===== src/rtl/rt3d_pkg.sv =====
// ============================================================================
// rt3d_pkg: shared types and constants of the rigid transform unit
// Payload structs, mode codes, register indexes and fixed-point helpers.
// ============================================================================
package rt3d_pkg;

    localparam int FRAC_BITS_DEF = 16;
    localparam int CFG_IDX_W     = 3;
    localparam int CFG_DATA_W    = 32;

    // Mode codes carried by an input transfer.
    localparam logic [2:0] MODE_PT_LOCAL  = 3'd0;
    localparam logic [2:0] MODE_PT_WORLD  = 3'd1;
    localparam logic [2:0] MODE_DIR_LOCAL = 3'd2;
    localparam logic [2:0] MODE_DIR_WORLD = 3'd3;
    localparam logic [2:0] MODE_BOX_LOCAL = 3'd4;
    localparam logic [2:0] MODE_BOX_WORLD = 3'd5;

    // Register indexes.
    localparam logic [CFG_IDX_W-1:0] REG_ROT_W   = 3'd0;
    localparam logic [CFG_IDX_W-1:0] REG_ROT_X   = 3'd1;
    localparam logic [CFG_IDX_W-1:0] REG_ROT_Y   = 3'd2;
    localparam logic [CFG_IDX_W-1:0] REG_ROT_Z   = 3'd3;
    localparam logic [CFG_IDX_W-1:0] REG_SHIFT_X = 3'd4;
    localparam logic [CFG_IDX_W-1:0] REG_SHIFT_Y = 3'd5;
    localparam logic [CFG_IDX_W-1:0] REG_SHIFT_Z = 3'd6;

    typedef struct packed {
        logic [2:0]   mode;
        logic signed [31:0] ax;
        logic signed [31:0] ay;
        logic signed [31:0] az;
        logic signed [31:0] bx;
        logic signed [31:0] by;
        logic signed [31:0] bz;
    } t_in_item;

    typedef struct packed {
        logic signed [31:0] rx;
        logic signed [31:0] ry;
        logic signed [31:0] rz;
        logic signed [31:0] sx;
        logic signed [31:0] sy;
        logic signed [31:0] sz;
    } t_out_item;

    // Per-item control that travels with the lane data.
    typedef struct packed {
        logic world;
        logic point;
        logic box;
        logic zero;
    } t_ctl;

    // Rotation matrix, row major, Q2.30.
    typedef logic signed [8:0][31:0] t_matrix;

    // Round a 66-bit product by 30 bits (add half, arithmetic shift).
    // The result keeps every bit a 32 by 33 bit product can leave.
    function automatic logic signed [35:0] rnd30(input logic signed [65:0] p);
        logic signed [65:0] s;
        s = p + 66'sd536870912;
        return s[65:30];
    endfunction

    // Saturate to the signed 32-bit range.
    function automatic logic signed [31:0] sat32(input logic signed [37:0] v);
        if (v > 38'sd2147483647) begin
            return 32'sh7fffffff;
        end else if (v < -38'sd2147483648) begin
            return 32'sh80000000;
        end
        return v[31:0];
    endfunction

endpackage


===== src/rtl/rt3d_merge.sv =====
// ============================================================================
// rt3d_merge: corner merge
// Merges the eight lane results into box bounds, passes lane zero, or gives 0.
// ============================================================================
module rt3d_merge (
    input  logic                            i_clk,
    input  logic                            i_en,
    input  rt3d_pkg::t_ctl                  i_ctl,
    input  logic signed [7:0][2:0][31:0]    i_res,
    output rt3d_pkg::t_out_item             o_item
);
    import rt3d_pkg::*;

    logic signed [3:0][2:0][31:0] r_lo4, r_hi4;
    logic signed [3:0][2:0][31:0] n_lo4, n_hi4;
    t_ctl r_ctl;
    t_out_item r_item;
    t_out_item n_item;

    // First level: pairwise min and max of the eight corners.
    always_comb begin
        for (int k = 0; k < 4; k++) begin
            for (int i = 0; i < 3; i++) begin
                logic signed [31:0] a, b;
                a = i_res[2*k][i];
                b = i_res[2*k+1][i];
                n_lo4[k][i] = (b < a) ? b : a;
                n_hi4[k][i] = (b > a) ? b : a;
            end
        end
    end

    always_ff @(posedge i_clk) begin
        if (i_en) begin
            r_lo4 <= n_lo4;
            r_hi4 <= n_hi4;
            r_ctl <= i_ctl;
        end
    end

    // Remaining levels and output select.
    always_comb begin
        logic signed [2:0][31:0] lo, hi;
        for (int i = 0; i < 3; i++) begin
            logic signed [31:0] l0, l1, h0, h1;
            l0 = ($signed(r_lo4[1][i]) < $signed(r_lo4[0][i])) ? r_lo4[1][i] : r_lo4[0][i];
            l1 = ($signed(r_lo4[3][i]) < $signed(r_lo4[2][i])) ? r_lo4[3][i] : r_lo4[2][i];
            h0 = ($signed(r_hi4[1][i]) > $signed(r_hi4[0][i])) ? r_hi4[1][i] : r_hi4[0][i];
            h1 = ($signed(r_hi4[3][i]) > $signed(r_hi4[2][i])) ? r_hi4[3][i] : r_hi4[2][i];
            lo[i] = (l1 < l0) ? l1 : l0;
            hi[i] = (h1 > h0) ? h1 : h0;
        end
        n_item = '0;
        if (r_ctl.zero) begin
            n_item = '0;
        end else if (r_ctl.box) begin
            n_item.rx = lo[0]; n_item.ry = lo[1]; n_item.rz = lo[2];
            n_item.sx = hi[0]; n_item.sy = hi[1]; n_item.sz = hi[2];
        end else begin
            // lane zero holds the unpaired vector; its min is that vector
            n_item.rx = r_lo4[0][0];
            n_item.ry = r_lo4[0][1];
            n_item.rz = r_lo4[0][2];
        end
    end

    always_ff @(posedge i_clk) begin
        if (i_en) begin
            r_item <= n_item;
        end
    end

    assign o_item = r_item;

endmodule


===== config.mk =====
export PLATFORM = sky130hd
export DESIGN_NAME = rt3d_merge
export DESIGN_NICKNAME = d
export VERILOG_FILES = /design/src/rtl/rt3d_pkg.sv /design/src/rtl/rt3d_merge.sv
export SDC_FILE = /design/constraint.sdc
export NUM_CORES = 2
export LEC_CHECK = 0
export BUFFER_PORTS_ARGS = -buffer_cell sky130_fd_sc_hd__buf_4
export CAP_MARGIN = 20
export CORE_AREA = 2 2 379 381
export DETAILED_ROUTE_END_ITERATION = 10
export DIE_AREA = 0 0 381 383
export MAX_ROUTING_LAYER = met4
export PLACE_DENSITY_LB_ADDON = 0.25
export SLEW_MARGIN = 20
export SYNTH_ARGS = -nofsm -noshare
export SYNTH_HDL_FRONTEND = slang
export SYNTH_SLANG_ARGS = --single-unit

===== constraint.sdc =====
create_clock -name i_clk -period 10.5 [get_ports i_clk]
set_input_delay 2.1 -clock i_clk [delete_from_list [all_inputs] [get_ports i_clk]]
set_output_delay 2.1 -clock i_clk [all_outputs]
set_load 0.01 [all_outputs]

==> results by group <==
Run status
  • Status: complete, no violations

Clock tree
  • Worst-Skew Late Latency: 730 ps
  • Sinks on Clock Net: 962
  • Post-CTS sizing: 0
  • Clock Pin Slew Worst Setup and Hold Paths: 60 ps
  • Worst-case clock buffer depth: 3
  • Postcts setup bufs: 0
  • Clock root cell: clkbuf_16
  • CTS tree: built
  • Max H-tree Level: 3
  • Hold Buf Count CTS: 0
  • TritonCTS Buffers: 111

Synthesis
  • Post-synthesis cell type count: 78
  • Mapped Nets: 8363
  • Top post-synthesis cells by area: edfxtp_1, ha_1, mux2_2
  • Xor and xnor fraction of the mapped netlist area: 0.000353
  • Most common cell in the netlist: edfxtp_1
  • Top post-synthesis cells by count: edfxtp_1, ha_1, inv_1
  • Compound-Gate Fraction of Synth Area: 0.164
  • FF+latch count, synth: 962
  • Leading area contributor after synthesis: edfxtp_1
  • Async set-reset flop share out of synthesis: 0
  • Ys flop type: edfxtp_1
  • Synth Area in Simple Gates: 0.0743
  • Avg Inst Size Synth: 10.7 um^2
  • Mapped Cells: 6638
  • Seq/Total Area, Yosys: 0.407
  • Mux contribution to synthesized area: 0.127
  • Synth top area share: 0.407
  • Cell Area, Synth: 71000 um^2
  • Synth Warn #: 0
  • Adder-cell share of the synthesized area: 0.168
  • Largest family of logic cells by synthesized area: adder cells
  • Post-synth EDFFs: 962

Power
  • PwrDens: 190 nW/um^2
  • Sw Ratio: 0.376
  • Logic pwr share: 0.406
  • Leak Pwr: 38.0 nW
  • Proportion of power drawn by the clock network: 0.254
  • VDD IR max: 150 uV
  • Sw power: 0.00603 W
  • Flop pwr share: 0.340
  • P_int: 0.0100 W

Floorplan
  • Boundary Pins: 966
  • Die ar.: 146000 um^2
  • Die height: 383 um
  • Core box area: 142000 um^2
  • Std cell rows: 139
  • Initial Utilization: 0.499
  • Die width: 381 um

Drt
  • Drt wl/cell: 27.2 um
  • Vias: 58100
  • Initial drt markers: 5817
  • Drt first pass iters: 6
  • Routed wire length: 260000 um
  • Number of vias per cell: 6.08
  • ANT nets after route: 0
  • DRC viols: 0

Timing
  • Final Cycle Share: 0.719
  • Count of pins over their slew limit: 0
  • Slew Limit Headroom: 0.162
  • Unrepaired setup endpoints after global routing: no
  • Endpoints failing hold: 0
  • Final worst slack: 2950 ps
  • TNS Setup: 0 ps
  • Slew @ Worst Pin: 1220 ps
  • Fin Clk Skew: 24.4 ps
  • Final Setup Violations: 0
  • Tmin final: 7550 ps
  • Fmax: 132 MHz

Worst setup path
  • CP max FO: 39
  • Startpoint Class: flip-flop
  • CP Depth: 24
  • Worst path slowest cell: and2_2
  • Critical path data arrival time: 8010 ps
  • Worst path bufs/invs: 5
  • Worst flop-to-flop path startpoint: r_hi4[41]
  • Reg-to-reg slack, setup: 2950 ps
  • Crit path largest cell delay: 610 ps
  • Crit path max-delay family: compound AO/OA/AOI/OAI gates
  • Worst setup endpoint: o_item[61]
  • Critical path origin: r_hi4[41]
  • Crit Reg-Reg Endpoint: o_item[61]
  • WS Path Type: flip-flop to flip-flop
  • CP required: 10960 ps
  • Critical Path End Type: flip-flop
  • CP Cell Sequence: inv_1 > ha_1 > a21o_1 > a21o_1 > a21oi_1 > o21ai_0 > a221oi_1 > inv_1 > o221ai_1 > buf_4 > and2_2 > buf_4 > a21oi_1 > ha_1 > nor2b_1 > o21a_1 > o21a_1 > o41ai_1 > a31oi_1 > a211oi_1 > o21a_2 > buf_4 > a211oi_1 > a211oi_1
  • Worst Reg-to-Reg Cells: 24

Min path
  • Worst Hold Class: flip-flop to flip-flop

Placed design
  • I/O Buffers: 963
  • Post-DP HPWL: 211000 um
  • RD Place Congestion: 1.02
  • DP Area: 80400 um^2
  • Dpl ws: 2850 ps

Global routing
  • Gr usage total: 0.354
  • Congestion Overflow GR: 0
  • Initial antenna violation count: 53
  • Vias in the first global route: 55100
  • First-pass GRT wire length: 368000 um
  • Largest net degree at the start of global routing: 178

Layout
  • Nets: 9238
  • Layout cells sized above 1: 0.273
  • Final Util: 0.593
  • Final-layout fill cell count: 12000
  • P&R area growth vs syn: 18.8%
  • Fin area: 84300 um^2

Flow run
  • MaxCap Viol Count: 0
[how the worst min path moves through the flow]
stage               from          end  slack [ps]  depth (start not counted)
6_report       r_lo4[11]  o_item[171]         630                          2
5_1_grt         r_lo4[9]  o_item[169]         660                          2
4_1_cts        r_lo4[11]  o_item[171]         630                          2
3_5_place_dp    r_lo4[9]  o_item[169]         610                          2
3_3_place_gp   r_lo4[11]  o_item[171]         590                          2
2_1_floorplan  r_lo4[33]  o_item[129]         570                          2
[worst min-delay path: cells and delay by family (launching register included)]
kind	cells	cell delay, ps
DFF	1	320
AOI/OAI and AO/OA	1	130
buffers and inverters	1	60
[per-layer routing]
layer / up-vias / routed length [um] / global-route usage
li1: 26900 / - / -
met1: 28200 / 106000 / 0.452
met2: 2560 / 119000 / 0.549
met3: 479 / 22000 / 0.0643
met4: 0 / 13300 / 0.157
met5: - / 0 / -
[layout by cell type, fill, tap and decap left out, types with 33 or more instances in the layout]
cell type	instances
buf_4	1022
edfxtp_1	962
ha_1	950
inv_1	835
mux2_2	726
a21oi_1	461
nand2_1	367
o21ai_0	259
a21o_1	234
nor2_1	227
nand4_1	201
clkbuf_16	113
a211oi_1	98
o21a_1	87
mux2i_1	69
o221ai_1	69
o211ai_1	62
o221a_2	60
diode_2	56
nor2b_1	56
nand3_1	55
nor3_1	49
a31oi_1	43
a221oi_1	38
o22ai_1	37
a21boi_0	35
a22oi_1	33
o211a_1	33
[flip-flops by register name (all words and copies together), names as in the netlist]
signal and flops:
r_lo4 384, r_ctl 2, o_item 192, r_hi4 384
[power groups by stage]
stage | combinational [W] | clock, W | sequential [W]
after CTS | 0.00643 | 0.00412 | 0.00543
after detailed placement | 0.00638 | 0 | 0.00551
final | 0.00651 | 0.00408 | 0.00545
after floorplan | 0.00401 | 0 | 0.00531
after global placement | 0.00625 | 0 | 0.00550
after global routing | 0.00709 | 0.00426 | 0.00547
[stage by stage]
stage               std cells  total power [W]  hold WS (ps)
floorplan                6638          0.00932           568
global placement         9299           0.0118           590
detailed placement       9300           0.0119           611
CTS                      9506           0.0160           627
global route             9550           0.0168           663
finish                   9565           0.0160           632
[layout make-up]
cell class,count,area (um^2),area share
antenna,56,140,0.00166
clock buffer,129,2890,0.0342
multi-input combinational,4570,38200,0.453
tap,1903,2380,0.0282
timing repair buffer,1030,7810,0.0926
sequential,962,28900,0.343
clock inverter,77,847,0.0100
inverter,838,3150,0.0373
[kinds of logic after synthesis]
family / after synthesis
XOR/XNOR: 2
buffers and inverters: 1106
AO/OA/AOI/OAI: 1717
adder cells (fa/ha/maj): 951
multiplexers: 810
flip-flops: 962
AND/OR/NAND/NOR: 1090
Power figures use the tool's default switching activity.
